File: config.mk
export PLATFORM = sky130hd
export DESIGN_NAME = uart_register_access_host_unit
export DESIGN_NICKNAME = d
export VERILOG_FILES = /design/src/hdl/uarh_pkg.sv /design/src/hdl/uarh_seq.sv /design/src/hdl/uarh_emit.sv /design/src/hdl/uart_register_access_host_unit.sv
export VERILOG_INCLUDE_DIRS = /design/src /design/src/hdl
export SDC_FILE = /design/constraint.sdc
export NUM_CORES = 1
export LEC_CHECK = 0
export BUFFER_PORTS_ARGS = -buffer_cell sky130_fd_sc_hd__buf_2
export CAP_MARGIN = 10
export CORE_MARGIN = 5
export CORE_UTILIZATION = 54
export DETAILED_ROUTE_END_ITERATION = 7
export HOLD_SLACK_MARGIN = 0.03
export PLACE_DENSITY = 0.76
export REMOVE_ABC_BUFFERS = 1
export SLEW_MARGIN = 20
export SYNTH_ARGS = -nofsm -noshare
export SYNTH_HDL_FRONTEND = slang
export SYNTH_SLANG_ARGS = --single-unit
File: constraint.sdc
create_clock -name clk_i -period 11.89 [get_ports clk_i]
set_clock_uncertainty 0.15 [all_clocks]
set_input_delay 2.378 -clock clk_i [delete_from_list [all_inputs] [get_ports clk_i]]
set_output_delay 2.378 -clock clk_i [all_outputs]
set_load 0.05 [all_outputs]
File: src/hdl/uart_register_access_host_unit_defines.svh
// ----------------------------------------------------------------------------
// UART register access host - assertion macros
// Shared property macros for the checks at the end of the top level.
// ----------------------------------------------------------------------------
`ifndef UART_REGISTER_ACCESS_HOST_UNIT_DEFINES_SVH
`define UART_REGISTER_ACCESS_HOST_UNIT_DEFINES_SVH

// Same-cycle implication, sampled on the rising clock edge outside reset.
`define UARH_ASSERT_IMPL(label, ante, cons, msg) \
  label: assert property (@(posedge clk_i) disable iff (!rst_ni) (ante) |-> (cons)) \
    else $error(msg);

// Next-cycle implication, sampled on the rising clock edge outside reset.
`define UARH_ASSERT_NEXT(label, ante, cons, msg) \
  label: assert property (@(posedge clk_i) disable iff (!rst_ni) (ante) |=> (cons)) \
    else $error(msg);

`endif

File: src/hdl/uarh_pkg.sv
`timescale 1ns / 1ps
// ----------------------------------------------------------------------------
// UART register access host - package
// Protocol bytes, operation and result codes, and the types shared by the
// sequencer, the result emitter and the top level.
// ----------------------------------------------------------------------------
package uarh_pkg;

  // Field widths fixed by the protocol.
  localparam int unsigned LEN_W   = 6;
  localparam int unsigned CNT_W   = 32;
  localparam int unsigned TIMER_W = 16;
  localparam int unsigned NUM_CNT = 4;

  // Frame bytes.
  localparam logic [7:0] BYTE_SYNC      = 8'hAA;
  localparam logic [7:0] BYTE_CMD_READ  = 8'h01;
  localparam logic [7:0] BYTE_CMD_WRITE = 8'h00;
  localparam logic [7:0] BYTE_WR_LEN    = 8'h01;
  localparam logic [7:0] BYTE_RESP_HDR  = 8'hBB;
  localparam logic [7:0] BYTE_RESP_ERR  = 8'hEE;
  localparam logic [7:0] BYTE_ACK_OK    = 8'h01;

  // Chip error codes used for classification.
  localparam logic [7:0] CODE_NO_ANSWER = 8'hFF;
  localparam logic [7:0] CODE_OVERRUN   = 8'h07;
  localparam logic [7:0] CODE_BAD_HDR   = 8'hFE;
  localparam logic [7:0] CODE_BAD_DATA  = 8'hFD;

  // Reset value of the timeout register.
  localparam logic [TIMER_W-1:0] TIMEOUT_RESET = 16'd30;

  typedef enum logic [1:0] {
    OP_READ  = 2'd0,
    OP_WRITE = 2'd1,
    OP_RX    = 2'd2,
    OP_TICK  = 2'd3
  } op_e;

  typedef enum logic [1:0] {
    KIND_TX     = 2'd0,
    KIND_DATA   = 2'd1,
    KIND_STATUS = 2'd2
  } kind_e;

  typedef enum logic [2:0] {
    ST_OK            = 3'd0,
    ST_NO_ANSWER     = 3'd1,
    ST_CHIP_ERROR    = 3'd2,
    ST_BAD_FRAME     = 3'd3,
    ST_SHORT_DATA    = 3'd4,
    ST_WRITE_REFUSED = 3'd5,
    ST_BAD_LENGTH    = 3'd6,
    ST_BUSY          = 3'd7
  } status_e;

  // Error counter slots.
  typedef enum logic [1:0] {
    CLS_NO_ANSWER = 2'd0,
    CLS_OVERRUN   = 2'd1,
    CLS_FORMAT    = 2'd2,
    CLS_OTHER     = 2'd3
  } cls_e;

  // Protocol phase, one-hot.
  typedef enum logic [5:0] {
    PH_IDLE = 6'b000001,
    PH_HDR  = 6'b000010,
    PH_LEN  = 6'b000100,
    PH_DATA = 6'b001000,
    PH_ACK1 = 6'b010000,
    PH_ACK2 = 6'b100000
  } phase_e;

  // Kind of result burst handed from the sequencer to the emitter.
  typedef enum logic [2:0] {
    D_NONE   = 3'd0,
    D_RDCMD  = 3'd1,
    D_WRCMD  = 3'd2,
    D_DATA   = 3'd3,
    D_STATUS = 3'd4
  } desc_e;

  // Burst descriptor. value is the write byte for a write command and the
  // final data byte for a data burst.
  typedef struct packed {
    desc_e            kind;
    logic [7:0]       reg_addr;
    logic [LEN_W-1:0] length;
    logic [7:0]       value;
    status_e          status;
    logic [7:0]       code;
  } desc_t;

  typedef logic [NUM_CNT-1:0][CNT_W-1:0] cnt_arr_t;

  // Map a chip error code onto its counter slot.
  function automatic cls_e classify(input logic [7:0] code);
    cls_e cls;
    if (code == CODE_NO_ANSWER) begin
      cls = CLS_NO_ANSWER;
    end else if (code == CODE_OVERRUN) begin
      cls = CLS_OVERRUN;
    end else if (code == CODE_BAD_HDR || code == CODE_BAD_DATA) begin
      cls = CLS_FORMAT;
    end else begin
      cls = CLS_OTHER;
    end
    return cls;
  endfunction

endpackage

File: src/hdl/uarh_seq.sv
`timescale 1ns / 1ps
// ----------------------------------------------------------------------------
// UART register access host - protocol sequencer
// Registers the incoming word, runs the request/response state machine,
// buffers read data, keeps the error counters and describes the results.
// ----------------------------------------------------------------------------
module uarh_seq #(
  parameter int unsigned MAX_READ_BYTES = 16
) (
  input  logic                                  clk_i,
  input  logic                                  rst_ni,
  input  logic                                  s_tvalid_i,
  output logic                                  s_tready_o,
  input  logic [31:0]                           s_tdata_i,
  input  logic [1:0]                            s_tuser_i,
  input  logic [uarh_pkg::TIMER_W-1:0]          timeout_i,
  input  logic                                  can_take_i,
  output logic                                  desc_valid_o,
  output uarh_pkg::desc_t                       desc_o,
  output uarh_pkg::cnt_arr_t                    cnt_o,
  input  logic [(MAX_READ_BYTES > 1 ? $clog2(MAX_READ_BYTES) : 1)-1:0] rd_idx_i,
  output logic [7:0]                            rd_data_o
);

  localparam int unsigned IDX_W = (MAX_READ_BYTES > 1) ? $clog2(MAX_READ_BYTES) : 1;
  localparam logic [uarh_pkg::LEN_W-1:0] MAX_LEN = uarh_pkg::LEN_W'(MAX_READ_BYTES);

  // Input register.
  logic                        in_valid_q;
  uarh_pkg::op_e               op_q;
  logic [7:0]                  reg_q;
  logic [uarh_pkg::LEN_W-1:0]  rl_q;
  logic [7:0]                  wv_q;
  logic [7:0]                  rx_q;
  logic                        process;

  // Protocol state.
  uarh_pkg::phase_e              phase_q, phase_d;
  logic [uarh_pkg::LEN_W-1:0]    pend_q, pend_d;
  logic [uarh_pkg::LEN_W-1:0]    seen_q, seen_d;
  logic [7:0]                    hdr_q, hdr_d;
  logic [uarh_pkg::TIMER_W-1:0]  timer_q, timer_d;
  logic [uarh_pkg::TIMER_W-1:0]  timer_inc;
  uarh_pkg::cnt_arr_t            cnt_q, cnt_d;
  logic [7:0]                    buf_q [MAX_READ_BYTES];

  // Combinational results of the current word.
  uarh_pkg::desc_t               desc;
  logic                          inc_en;
  uarh_pkg::cls_e                inc_cls;
  logic                          buf_we;
  logic [uarh_pkg::LEN_W-1:0]    seen_inc;

  assign process    = in_valid_q && (can_take_i || desc.kind == uarh_pkg::D_NONE);
  assign s_tready_o = !in_valid_q || process;

  // Capture a word whenever the register is free or being consumed.
  always_ff @(posedge clk_i or negedge rst_ni) begin
    if (!rst_ni) begin
      in_valid_q <= 1'b0;
    end else if (s_tready_o) begin
      in_valid_q <= s_tvalid_i;
    end
  end

  always_ff @(posedge clk_i) begin
    if (s_tready_o && s_tvalid_i) begin
      op_q  <= uarh_pkg::op_e'(s_tuser_i);
      reg_q <= s_tdata_i[7:0];
      rl_q  <= s_tdata_i[13:8];
      wv_q  <= s_tdata_i[21:14];
      rx_q  <= s_tdata_i[29:22];
    end
  end

  assign timer_inc = (timer_q == '1) ? timer_q : timer_q + 1'b1;
  assign seen_inc  = seen_q + 1'b1;

  // Next state and result descriptor for the registered word.
  always_comb begin
    phase_d = phase_q;
    pend_d  = pend_q;
    seen_d  = seen_q;
    hdr_d   = hdr_q;
    timer_d = timer_q;
    inc_en  = 1'b0;
    inc_cls = uarh_pkg::CLS_NO_ANSWER;
    buf_we  = 1'b0;
    desc          = '0;
    desc.kind     = uarh_pkg::D_NONE;
    desc.status   = uarh_pkg::ST_OK;
    desc.reg_addr = reg_q;
    case (op_q)
      uarh_pkg::OP_READ, uarh_pkg::OP_WRITE: begin
        if (phase_q != uarh_pkg::PH_IDLE) begin
          desc.kind   = uarh_pkg::D_STATUS;
          desc.status = uarh_pkg::ST_BUSY;
        end else if (op_q == uarh_pkg::OP_READ && (rl_q == '0 || rl_q > MAX_LEN)) begin
          desc.kind   = uarh_pkg::D_STATUS;
          desc.status = uarh_pkg::ST_BAD_LENGTH;
        end else begin
          seen_d  = '0;
          hdr_d   = '0;
          timer_d = '0;
          if (op_q == uarh_pkg::OP_READ) begin
            desc.kind   = uarh_pkg::D_RDCMD;
            desc.length = rl_q;
            pend_d      = rl_q;
            phase_d     = uarh_pkg::PH_HDR;
          end else begin
            desc.kind  = uarh_pkg::D_WRCMD;
            desc.value = wv_q;
            pend_d     = '0;
            phase_d    = uarh_pkg::PH_ACK1;
          end
        end
      end
      uarh_pkg::OP_RX: begin
        case (phase_q)
          uarh_pkg::PH_HDR: begin
            hdr_d   = rx_q;
            phase_d = uarh_pkg::PH_LEN;
          end
          uarh_pkg::PH_LEN: begin
            if (hdr_q == uarh_pkg::BYTE_RESP_ERR) begin
              inc_en      = 1'b1;
              inc_cls     = uarh_pkg::classify(rx_q);
              desc.kind   = uarh_pkg::D_STATUS;
              desc.status = uarh_pkg::ST_CHIP_ERROR;
              desc.code   = rx_q;
              phase_d     = uarh_pkg::PH_IDLE;
              timer_d     = '0;
            end else if (hdr_q != uarh_pkg::BYTE_RESP_HDR || rx_q != {2'b00, pend_q}) begin
              inc_en      = 1'b1;
              inc_cls     = uarh_pkg::classify(uarh_pkg::CODE_BAD_HDR);
              desc.kind   = uarh_pkg::D_STATUS;
              desc.status = uarh_pkg::ST_BAD_FRAME;
              phase_d     = uarh_pkg::PH_IDLE;
              timer_d     = '0;
            end else begin
              phase_d = uarh_pkg::PH_DATA;
              seen_d  = '0;
              timer_d = '0;
            end
          end
          uarh_pkg::PH_DATA: begin
            buf_we = (seen_q < MAX_LEN);
            seen_d = seen_inc;
            if (seen_inc >= pend_q) begin
              desc.kind   = uarh_pkg::D_DATA;
              desc.length = pend_q;
              desc.value  = rx_q;
              phase_d     = uarh_pkg::PH_IDLE;
              timer_d     = '0;
            end
          end
          uarh_pkg::PH_ACK1: begin
            hdr_d   = rx_q;
            phase_d = uarh_pkg::PH_ACK2;
          end
          uarh_pkg::PH_ACK2: begin
            desc.kind = uarh_pkg::D_STATUS;
            if (hdr_q == uarh_pkg::BYTE_RESP_ERR && rx_q == uarh_pkg::BYTE_ACK_OK) begin
              desc.status = uarh_pkg::ST_OK;
            end else begin
              desc.status = uarh_pkg::ST_WRITE_REFUSED;
            end
            phase_d = uarh_pkg::PH_IDLE;
            timer_d = '0;
          end
          default: begin
            phase_d = uarh_pkg::PH_IDLE;
          end
        endcase
      end
      default: begin
        // Timer tick: only counts while a response is awaited.
        if (phase_q != uarh_pkg::PH_IDLE) begin
          if (timer_inc < timeout_i) begin
            timer_d = timer_inc;
          end else begin
            phase_d   = uarh_pkg::PH_IDLE;
            timer_d   = '0;
            desc.kind = uarh_pkg::D_STATUS;
            if (phase_q == uarh_pkg::PH_DATA) begin
              inc_en      = 1'b1;
              inc_cls     = uarh_pkg::classify(uarh_pkg::CODE_BAD_DATA);
              desc.status = uarh_pkg::ST_SHORT_DATA;
            end else begin
              inc_en      = (phase_q == uarh_pkg::PH_HDR || phase_q == uarh_pkg::PH_LEN);
              inc_cls     = uarh_pkg::classify(uarh_pkg::CODE_NO_ANSWER);
              desc.status = uarh_pkg::ST_NO_ANSWER;
            end
          end
        end
      end
    endcase
  end

  // Saturating error counters; they only move when the word is processed.
  always_comb begin
    cnt_d = cnt_q;
    for (int i = 0; i < uarh_pkg::NUM_CNT; i++) begin
      if (process && inc_en && inc_cls == uarh_pkg::cls_e'(i) && cnt_q[i] != '1) begin
        cnt_d[i] = cnt_q[i] + 1'b1;
      end
    end
  end

  always_ff @(posedge clk_i or negedge rst_ni) begin
    if (!rst_ni) begin
      phase_q <= uarh_pkg::PH_IDLE;
      pend_q  <= '0;
      seen_q  <= '0;
      hdr_q   <= '0;
      timer_q <= '0;
      cnt_q   <= '0;
    end else begin
      cnt_q <= cnt_d;
      if (process) begin
        phase_q <= phase_d;
        pend_q  <= pend_d;
        seen_q  <= seen_d;
        hdr_q   <= hdr_d;
        timer_q <= timer_d;
      end
    end
  end

  // Read data buffer.
  always_ff @(posedge clk_i) begin
    if (process && buf_we) begin
      buf_q[seen_q[IDX_W-1:0]] <= rx_q;
    end
  end

  assign rd_data_o    = buf_q[rd_idx_i];
  assign desc_valid_o = process;
  assign desc_o       = desc;
  assign cnt_o        = cnt_d;

endmodule

File: src/hdl/uarh_emit.sv
`timescale 1ns / 1ps
// ----------------------------------------------------------------------------
// UART register access host - result emitter
// Expands a burst descriptor into result words, one per cycle while the
// output is not stalled, through the output register.
// ----------------------------------------------------------------------------
module uarh_emit #(
  parameter int unsigned MAX_READ_BYTES = 16
) (
  input  logic                                  clk_i,
  input  logic                                  rst_ni,
  input  logic                                  desc_valid_i,
  input  uarh_pkg::desc_t                       desc_i,
  input  uarh_pkg::cnt_arr_t                    cnt_i,
  output logic                                  can_take_o,
  output logic [(MAX_READ_BYTES > 1 ? $clog2(MAX_READ_BYTES) : 1)-1:0] rd_idx_o,
  input  logic [7:0]                            rd_data_i,
  output logic                                  m_tvalid_o,
  input  logic                                  m_tready_i,
  output logic [159:0]                          m_tdata_o,
  output logic [1:0]                            m_tuser_o,
  output logic                                  m_tlast_o
);

  localparam int unsigned IDX_W = (MAX_READ_BYTES > 1) ? $clog2(MAX_READ_BYTES) : 1;

  // Burst state.
  logic                        busy_q;
  uarh_pkg::desc_t             hold_q;
  logic [uarh_pkg::LEN_W-1:0]  idx_q;

  // Output register.
  logic                        out_valid_q;
  uarh_pkg::kind_e             out_kind_q;
  logic [7:0]                  out_tx_q;
  logic [7:0]                  out_data_q;
  uarh_pkg::status_e           out_status_q;
  logic [7:0]                  out_code_q;
  logic                        out_last_q;
  uarh_pkg::cnt_arr_t          out_cnt_q;

  uarh_pkg::desc_t             cur;
  logic [uarh_pkg::LEN_W-1:0]  cur_idx;
  logic [uarh_pkg::LEN_W-1:0]  count;
  logic                        is_last;
  logic                        out_free;
  logic                        gen;
  uarh_pkg::kind_e             res_kind;
  logic [7:0]                  res_tx;
  logic [7:0]                  res_data;
  uarh_pkg::status_e           res_status;
  logic [7:0]                  res_code;

  assign out_free   = !out_valid_q || m_tready_i;
  assign can_take_o = !busy_q && out_free;
  assign cur        = busy_q ? hold_q : desc_i;
  assign cur_idx    = busy_q ? idx_q : '0;
  assign rd_idx_o   = cur_idx[IDX_W-1:0];
  assign gen = out_free &&
               (busy_q || (desc_valid_i && desc_i.kind != uarh_pkg::D_NONE));

  // Number of result words in the current burst.
  always_comb begin
    case (cur.kind)
      uarh_pkg::D_RDCMD:  count = uarh_pkg::LEN_W'(4);
      uarh_pkg::D_WRCMD:  count = uarh_pkg::LEN_W'(5);
      uarh_pkg::D_DATA:   count = cur.length;
      uarh_pkg::D_STATUS: count = uarh_pkg::LEN_W'(1);
      default:            count = '0;
    endcase
  end

  assign is_last = (cur_idx == count - 1'b1);

  // Build the word at the current burst position.
  always_comb begin
    res_kind   = uarh_pkg::KIND_STATUS;
    res_tx     = '0;
    res_data   = '0;
    res_status = uarh_pkg::ST_OK;
    res_code   = '0;
    case (cur.kind)
      uarh_pkg::D_RDCMD: begin
        res_kind = uarh_pkg::KIND_TX;
        case (cur_idx[1:0])
          2'd0:    res_tx = uarh_pkg::BYTE_SYNC;
          2'd1:    res_tx = uarh_pkg::BYTE_CMD_READ;
          2'd2:    res_tx = cur.reg_addr;
          default: res_tx = {2'b00, cur.length};
        endcase
      end
      uarh_pkg::D_WRCMD: begin
        res_kind = uarh_pkg::KIND_TX;
        case (cur_idx[2:0])
          3'd0:    res_tx = uarh_pkg::BYTE_SYNC;
          3'd1:    res_tx = uarh_pkg::BYTE_CMD_WRITE;
          3'd2:    res_tx = cur.reg_addr;
          3'd3:    res_tx = uarh_pkg::BYTE_WR_LEN;
          default: res_tx = cur.value;
        endcase
      end
      uarh_pkg::D_DATA: begin
        // The final byte arrives with the descriptor, the rest from the buffer.
        res_kind = uarh_pkg::KIND_DATA;
        res_data = is_last ? cur.value : rd_data_i;
      end
      default: begin
        res_status = cur.status;
        res_code   = cur.code;
      end
    endcase
  end

  // Burst tracking.
  always_ff @(posedge clk_i or negedge rst_ni) begin
    if (!rst_ni) begin
      busy_q <= 1'b0;
      idx_q  <= '0;
    end else if (gen) begin
      busy_q <= !is_last;
      idx_q  <= cur_idx + 1'b1;
    end
  end

  always_ff @(posedge clk_i) begin
    if (gen && !busy_q) begin
      hold_q <= desc_i;
    end
  end

  // Output register valid.
  always_ff @(posedge clk_i or negedge rst_ni) begin
    if (!rst_ni) begin
      out_valid_q <= 1'b0;
    end else if (out_free) begin
      out_valid_q <= gen;
    end
  end

  // Output register payload.
  always_ff @(posedge clk_i) begin
    if (gen) begin
      out_kind_q   <= res_kind;
      out_tx_q     <= res_tx;
      out_data_q   <= res_data;
      out_status_q <= res_status;
      out_code_q   <= res_code;
      out_last_q   <= is_last;
      out_cnt_q    <= cnt_i;
    end
  end

  assign m_tvalid_o = out_valid_q;
  assign m_tuser_o  = out_kind_q;
  assign m_tlast_o  = out_last_q;
  assign m_tdata_o  = {5'b00000, out_cnt_q, out_code_q, out_status_q, out_data_q, out_tx_q};

endmodule

File: src/hdl/uart_register_access_host_unit.sv
`timescale 1ns / 1ps
// ----------------------------------------------------------------------------
// UART register access host - top level
// Host side of a sensor register protocol over a byte link.
// ----------------------------------------------------------------------------
// Each input word is a read request, a write request, a received link byte or
// a timer tick; the block answers with the bytes to transmit, the read data
// (released only once a whole read succeeded) or a single status word, the
// last word of each answer marked with tlast. Every output word also carries
// the four saturating error counters as they stand after that input. Words
// that cause no result are taken one per cycle; one that causes results waits
// until the emitter is idle and its output register free, which then emits one
// word per cycle while m_axis_tready is high: four for a read command, five for
// a write command, and up to MAX_READ_BYTES for a completed read. The timeout
// register may be written at any time the block is idle; it resets to 30.
module uart_register_access_host_unit #(
  parameter int unsigned MAX_READ_BYTES = 16
) (
  input  logic         clk_i,
  input  logic         rst_ni,
  // Input words.
  input  logic         s_axis_tvalid,
  output logic         s_axis_tready,
  // tdata: reg_address[7:0], read_length[13:8], write_value[21:14],
  //        rx_value[29:22], zero fill[31:30]
  input  logic [31:0]  s_axis_tdata,
  // tuser: operation[1:0]
  input  logic [1:0]   s_axis_tuser,
  // Result words.
  output logic         m_axis_tvalid,
  input  logic         m_axis_tready,
  // tdata: tx_value[7:0], data_value[15:8], status[18:16], chip_code[26:19],
  //        count_no_answer[58:27], count_overrun[90:59],
  //        count_format[122:91], count_other[154:123], zero fill[159:155]
  output logic [159:0] m_axis_tdata,
  // tuser: kind[1:0]
  output logic [1:0]   m_axis_tuser,
  output logic         m_axis_tlast,
  // Timeout register write.
  input  logic         cfg_valid_i,
  output logic         cfg_ready_o,
  input  logic [15:0]  cfg_data_i
);

  `include "uart_register_access_host_unit_defines.svh"

  localparam int unsigned IDX_W = (MAX_READ_BYTES > 1) ? $clog2(MAX_READ_BYTES) : 1;

  logic [uarh_pkg::TIMER_W-1:0] timeout_q;
  logic                         can_take;
  logic                         desc_valid;
  uarh_pkg::desc_t              desc;
  uarh_pkg::cnt_arr_t           cnt;
  logic [IDX_W-1:0]             rd_idx;
  logic [7:0]                   rd_data;

  // Timeout register, always writable.
  assign cfg_ready_o = 1'b1;

  always_ff @(posedge clk_i or negedge rst_ni) begin
    if (!rst_ni) begin
      timeout_q <= uarh_pkg::TIMEOUT_RESET;
    end else if (cfg_valid_i && cfg_ready_o) begin
      timeout_q <= cfg_data_i;
    end
  end

  uarh_seq #(
    .MAX_READ_BYTES (MAX_READ_BYTES)
  ) u_seq (
    .clk_i        (clk_i),
    .rst_ni       (rst_ni),
    .s_tvalid_i   (s_axis_tvalid),
    .s_tready_o   (s_axis_tready),
    .s_tdata_i    (s_axis_tdata),
    .s_tuser_i    (s_axis_tuser),
    .timeout_i    (timeout_q),
    .can_take_i   (can_take),
    .desc_valid_o (desc_valid),
    .desc_o       (desc),
    .cnt_o        (cnt),
    .rd_idx_i     (rd_idx),
    .rd_data_o    (rd_data)
  );

  uarh_emit #(
    .MAX_READ_BYTES (MAX_READ_BYTES)
  ) u_emit (
    .clk_i        (clk_i),
    .rst_ni       (rst_ni),
    .desc_valid_i (desc_valid),
    .desc_i       (desc),
    .cnt_i        (cnt),
    .can_take_o   (can_take),
    .rd_idx_o     (rd_idx),
    .rd_data_i    (rd_data),
    .m_tvalid_o   (m_axis_tvalid),
    .m_tready_i   (m_axis_tready),
    .m_tdata_o    (m_axis_tdata),
    .m_tuser_o    (m_axis_tuser),
    .m_tlast_o    (m_axis_tlast)
  );

  // A burst is only handed over when the emitter can start it.
  `UARH_ASSERT_IMPL(a_desc_taken, desc_valid && desc.kind != uarh_pkg::D_NONE, can_take, "burst handed to a busy emitter")

  // Status answers are always a single, final word.
  `UARH_ASSERT_IMPL(a_status_last, m_axis_tvalid && m_axis_tuser == uarh_pkg::KIND_STATUS, m_axis_tlast, "status word without tlast")

  // Read data words carry no transmit byte and an ok status.
  `UARH_ASSERT_IMPL(a_data_clean, m_axis_tvalid && m_axis_tuser == uarh_pkg::KIND_DATA, m_axis_tdata[7:0] == 8'h00 && m_axis_tdata[18:16] == uarh_pkg::ST_OK, "data word with stray fields")

  // A write command burst keeps the emitter from taking a new burst in the next cycle.
  `UARH_ASSERT_NEXT(a_burst_blocks, desc_valid && desc.kind == uarh_pkg::D_WRCMD, !can_take, "input taken during a command burst")

endmodule

* Yosys cells after proc, flatten, opt, wreduce, memory -nomap -nowiden
Memories as Yosys holds them, arrays and structs flattened. Index checks and enable logic that the tools add are counted.
Word-level totals: flip-flop bits (word level) 421, RAM bits 128, input bits 55, output and inout bits 166, word-level logic and storage cells 233, memories kept 1
Operators by class: add/subtract/negate cells 8, order comparisons 4, equality and inequality tests 43, multiplexer cells 91, bitwise operators 2, reductions and logical operators 49
Memories:
- u_seq.buf_q | words 16, width 8, read ports 1, clocked after Yosys merged registers in 0, wr ports 1, RTL line uarh_seq.sv:45 | logic [7:0] buf_q [MAX_READ_BYTES];
Operators with widths (number):
- $add 32x1->32 const B | 4
- $mux 32 | 4
- $ne 32x32->1 const B | 4
- $mux 16 | 6
- $mux 6 | 12
- $mux 8 | 8
- $pmux 16 s2 | 2
- $mux 14 | 4
- $pmux 6 s4 | 2
- $mux 3 | 13
- $mux 36 | 1
- $pmux 6 s2 | 3
- $eq 8x8->1 const B | 4
- $pmux 8 s2 | 2
- $pmux 8 s4 | 1
- $pmux 14 s2 | 1
- $pmux 8 s3 | 1
- $mux 2 | 11
- $logic_and 1x1->1 | 18
- $pmux 3 s2 | 3
- $add 16x1->16 const B | 1
- $eq 16x16->1 const B | 1
- $lt 16x16->1 | 1
- $add 6x1->6 const B | 2
- other kinds (44) | 88

* Depth between registers and ports, before layout
word-level depth 13, mapped depth 30, gate-level depth less buffers 28

* By module
A second synthesis with hierarchy kept.
Second synthesis, totals: cells, all modules 1742, area, all modules 24445.9 um^2
By module, submodules not included:
- uarh_seq | instances 1, cells an instance 1300, area an instance 16298.1 um^2, sequential area each 9085.0 um^2
- uarh_emit | instances 1, cells an instance 406, area an instance 7482.2 um^2, sequential area each 6025.8 um^2
- uart_register_access_host_unit | instances 1, cells an instance 36, area an instance 665.6 um^2, sequential area each 405.4 um^2

* Worst setup path after synthesis
Ideal clock, no wire load.
kind register to register, from reg u_seq.timer_q[0] (netlist bit), to reg u_emit.idx_q[1] (netlist bit), setup time 100 ps, arrival 11564 ps, data required time 11640 ps, setup slack 77 ps, cell stages (with the launch flop) 21, buffers on the path 1, period minus slack after synthesis 11813 ps, cells stage by stage dfrtp_1 -> ha_1 -> nand2_1 -> or3_4 -> or2_2 -> clkbuf_1 -> nand4_1 -> nor2_1 -> and4_1 -> and3_1 -> xor2_1 -> ha_1 -> nand4_1 -> nor3_1 -> nand3_1 -> o311ai_4 -> a21oi_1 -> nand2_1 -> a21oi_1 -> nor2_1 -> mux2_2
Between the ends: word-level cells in the longest chain between the ends 12, elaborated cells between the ends (all ways) 14, classes of those cells add/sub: 1; order compare: 1; eq/ne: 1; mux: 4; reduce/logical: 7
Ends and longest elaborated chain:
- start, declared | RTL line uarh_seq.sv:42 | logic [uarh_pkg::TIMER_W-1:0] timer_q, timer_d;
- start signal, assigned | RTL line uarh_seq.sv:225 | timer_q <= timer_d;
- $add 16x1->16 / $eq 16x16->1 (equally long branches) | RTL line uarh_seq.sv:76 | assign timer_inc = (timer_q == '1) ? timer_q : timer_q + 1'b1;
- $mux 16 (*) | RTL line uarh_seq.sv:76
- $lt 16x16->1 (*) | RTL line uarh_seq.sv:179 | if (timer_inc < timeout_i) begin
- $mux 3 (*) | RTL line uarh_seq.sv:179
- $mux 3 (*) | RTL line uarh_seq.sv:178 | if (phase_q != uarh_pkg::PH_IDLE) begin
- $pmux 3 s2 (*) | RTL line uarh_seq.sv:93 | case (op_q)
- $logic_not 3->1 | RTL line uarh_seq.sv:54 | assign process = in_valid_q && (can_take_i || desc.kind == uarh_pkg::D_NONE);
- $logic_or 1x1->1 | RTL line uarh_seq.sv:54
- $logic_and 1x1->1 | RTL line uarh_seq.sv:54
- $logic_and 1x1->1 (*) | RTL line uarh_emit.sv:60 | (busy_q || (desc_valid_i && desc_i.kind != uarh_pkg::D_NONE));
- $logic_or 1x1->1 (*) | RTL line uarh_emit.sv:60
- $logic_and 1x1->1 (*) | RTL line uarh_emit.sv:59 | assign gen = out_free &&
- via u_emit.gen | RTL line uarh_emit.sv:47 | logic gen;
- end signal, assigned | RTL line uarh_emit.sv:121 | idx_q <= cur_idx + 1'b1;
- end, declared | RTL line uarh_emit.sv:30 | logic [uarh_pkg::LEN_W-1:0] idx_q;
Mark *: on every way through the listed nets, which the timed path passes. The rest lies on a longest branch. A chain may end at the register's enable or synchronous reset.

* Worst setup path in the final report
from reg u_seq.timer_q[0] (netlist bit), to out s_axis_tready
Between the ends: word-level cells in the longest chain between the ends 10, elaborated cells between the ends (all ways) 11, classes of those cells add/sub: 1; order compare: 1; eq/ne: 1; mux: 4; reduce/logical: 4
Ends and longest elaborated chain:
- $add 16x1->16 / $eq 16x16->1 (equally long branches) | RTL line uarh_seq.sv:76
- $mux 16 (*) | RTL line uarh_seq.sv:76
- $lt 16x16->1 (*) | RTL line uarh_seq.sv:179
- $mux 3 (*) | RTL line uarh_seq.sv:179
- $mux 3 (*) | RTL line uarh_seq.sv:178
- $pmux 3 s2 (*) | RTL line uarh_seq.sv:93
- $logic_not 3->1 (*) | RTL line uarh_seq.sv:54
- $logic_or 1x1->1 (*) | RTL line uarh_seq.sv:54
- $logic_and 1x1->1 (*) | RTL line uarh_seq.sv:54
- $logic_or 1x1->1 (*) | RTL line uarh_seq.sv:55 | assign s_tready_o = !in_valid_q || process;
- end, declared | RTL line uart_register_access_host_unit.sv:23 | output logic s_axis_tready,
Every way passes the cells marked *; elsewhere a longest branch is shown, timed or not.

==> impl_metrics.ini <==
[cells_and_area]
layout-drive-gt1-share = 0.194
seq_area_sq_mm = 0.0155
utilization = 0.620
antennaDiodeCount = 0
synthToLayoutAreaGrowth_pct = 14.2
nNetsFinal = 2146
multi_input_area_sq_mm = 0.00780
final_cells = 2693
fillCellCount = 3351

[clocking]
htreeDepth = 2
cts_setup_buffers = 0
cts_tree = built
ctsResizeCount = 0
holdBufCountCts = 0
insertion_delay_ns = 0.64
clkTransAtPathRegs_ns = 0.06
cts_buffer_depth = 3
numCtsBuffers = 55
cts_sinks = 549
cts_root_buffer = clkbuf_16

[drt]
vias_per_cell = 5.77
num_vias = 15500
drt_iter0_markers = 1267
routed_wirelength_um = 54500
dr.pass1.iters = 6
ant_nets = 0
wl_per_cell_um = 20.2
drcViolationCount = 0

[placement]
place.gp.congestion = 0.888
dp_cells = 2590
io_buffers = 212
dp_hpwl_um = 36300

[critical_path]
path_max_fanout = 7
critPathLaunchType = flip-flop
endpoint_kind = output pin
cp.required_ns = 9.36
cp_data_arrival_time_ns = 5.72
path_class = reg2out

[synthesis]
synth_top_area_cell = edfxtp_1
synth_edf_count = 354
synth.area.top_cells = edfxtp_1 45%, dfrtp_1 20%, xnor2_1 3.7%
yosysSeqAreaShare = 0.651
synth_flop_cell = edfxtp_1
postSynth.asyncResetShare = 0.355
syn_area_sq_mm = 0.0238
netlist_instances = 1842
postSynthAreaPerCell_sq_um = 12.9
synth.top_cell.area_share = 0.446
synth-seq-cells = 549
synth_cell_types = 81
yosys_warnings = 0

[sta]
hold_viol = 0
setup_viol = 0
tns_ns = 0
slew_violations = 0
clock.fmax_mhz = 121
finalCriticalPeriod_ns = 8.25
tightest_slew_ns = 1.10
max-slew-margin-rel = 0.260
rsz0062_at_grt = false
period_share = 0.694

[grt]
grt_max_degree = 143
grt_pass1_wl_um = 84800
antenna_found_initial = 1
grt_usage = 0.221
grt_pass1_vias = 15600
grt_remaining_overflow = 0

[status]
outcome = complete, no violations

[power]
power.density_mw_per_mm2 = 225
p_leak_nw = 10.9
power_mw = 6.13
ir_worst_vdd_uv = 170

[flow_run]
drv_cap = 0

[die]
ios = 221
start_util = 0.543
fp.dieH_um = 220
dieArea_sq_mm = 0.0485
rows = 77
fp.dieW_um = 220
core_sq_mm = 0.0439

[hold_path]
hold_path_class = reg2reg
metrics by stage:
step	hold slack, ns	worst slack [ns]	instance area [sq um]
CTS	0.304	3.61	27200
floorplan	0.272	0.0965	23500
finish	0.298	3.64	27200
detailed placement	0.291	4.24	25500
global route	0.326	3.25	27200
global placement	0.288	4.44	25500
state kept, by name (all words and copies together) (netlist names), 8 cells and up:
register	cells
timeout_q	16
u_emit.hold_q	36
u_emit.m_tdata_o	128
u_emit.out_code_q	8
u_emit.out_data_q	8
u_emit.out_tx_q	8
u_seq.buf_q	128
u_seq.cnt_q	128
u_seq.hdr_q	8
u_seq.reg_q	8
u_seq.rx_q	8
u_seq.timer_q	16
u_seq.wv_q	8
layout make-up:
type	count	share of cell area
clock buffers	80	0.0562
well taps	592	0.0272
multi-input cells	1159	0.286
inverters	61	0.00841
clock inverters	23	0.00795
flip-flops and latches	549	0.570
repair buffers	229	0.0444
synth_stat cells, drive strengths merged, types with 18 or more instances:
master	n
inv	60
ha	36
mux2	57
clkbuf	57
xnor2	100
nor3	49
a22o	19
nand2	154
mux2i	31
nand4	54
a221oi	18
o21ai	76
nor2	108
a21oi	61
nor4	23
xor2	53
edfxtp	354
buf	20
dfrtp	190
and3	33
nand2b	28
nand3	79
worst paths after layout:
| kind | end | start | cells after the start | slack (ns) |
|---|---|---|---|---|
| max | s_axis_tready | u_seq.timer_q[0] | 18 | 3.64 |
| min | u_emit.hold_q[25] | u_seq.reg_q[0] | 0 | 0.30 |
| max reg2reg | u_emit.out_data_q[7] | u_seq.timer_q[0] | 28 | 4.19 |
| min reg2reg | u_emit.hold_q[25] | u_seq.reg_q[0] | 0 | 0.30 |
| max in group asynchronous | timeout_q[7] | rst_ni | 2 | 8.67 |
| min in group asynchronous | u_seq.cnt_q[92] | rst_ni | 1 | 1.59 |
report_power, final:
| group | leakage, nW | internal (mW) | switching, mW | total [mW] |
|---|---|---|---|---|
| Clock | 0.836 | 0.922 | 0.730 | 1.65 |
| Combinational | 4.05 | 0.545 | 1.41 | 1.95 |
| Sequential | 6.00 | 2.39 | 0.138 | 2.53 |
layout by cell type, fill, tap and decap left out, types with 53 or more instances in the layout:
master	instances
buf_2	211
a21oi_1	61
o21ai_0	74
nor2_1	107
nand3_1	79
clkbuf_16	55
inv_1	58
mux2_2	57
dfrtp_1	189
nand2_1	154
xnor2_1	100
xor2_1	53
edfxtp_1	354
metal layers:
| metal | up-vias | GRT usage | part of all wire |
|---|---|---|---|
| met3 | 99 | 0.0551 | 0.079 |
| met4 | 2 | 0.0568 | 0.023 |
| met5 | - | 0 | 0.00037 |
| li1 | 7245 | - | - |
| met2 | 580 | 0.362 | 0.49 |
| met1 | 7623 | 0.300 | 0.41 |
cell families (layout without fill, tap and decap cells):
group                      after synthesis  after routing  synth area share
and+or+nand+nor                        601            601             0.132
DFF                                    549            549             0.651
AOI/OAI and AO/OA                      275            275            0.0783
xor gates and xnor gates               153            153            0.0562
buffers and inverters                  138            393            0.0235
muxes                                   88             88            0.0399
adders and majority gates               36             36            0.0189
other                                    2              6          0.000315
worst max-delay path, cell delays in order (launching register included):
cell and delay (ns):
dfrtp_1 0.51, ha_1 0.25, nand2_1 0.07, or3_4 0.37
or2_2 0.38, nand4_1 0.23, nor2_1 0.16, and4_1 0.28
and3_1 0.23, xor2_1 0.15, ha_1 0.32, nand4_1 0.13
nor3_1 0.34, nand3_1 0.17, o311ai_4 0.46, a21oi_1 0.28
nand2_1 0.24, nand3_1 0.22, buf_2 0.30
(Power assumes the default switching activity.)
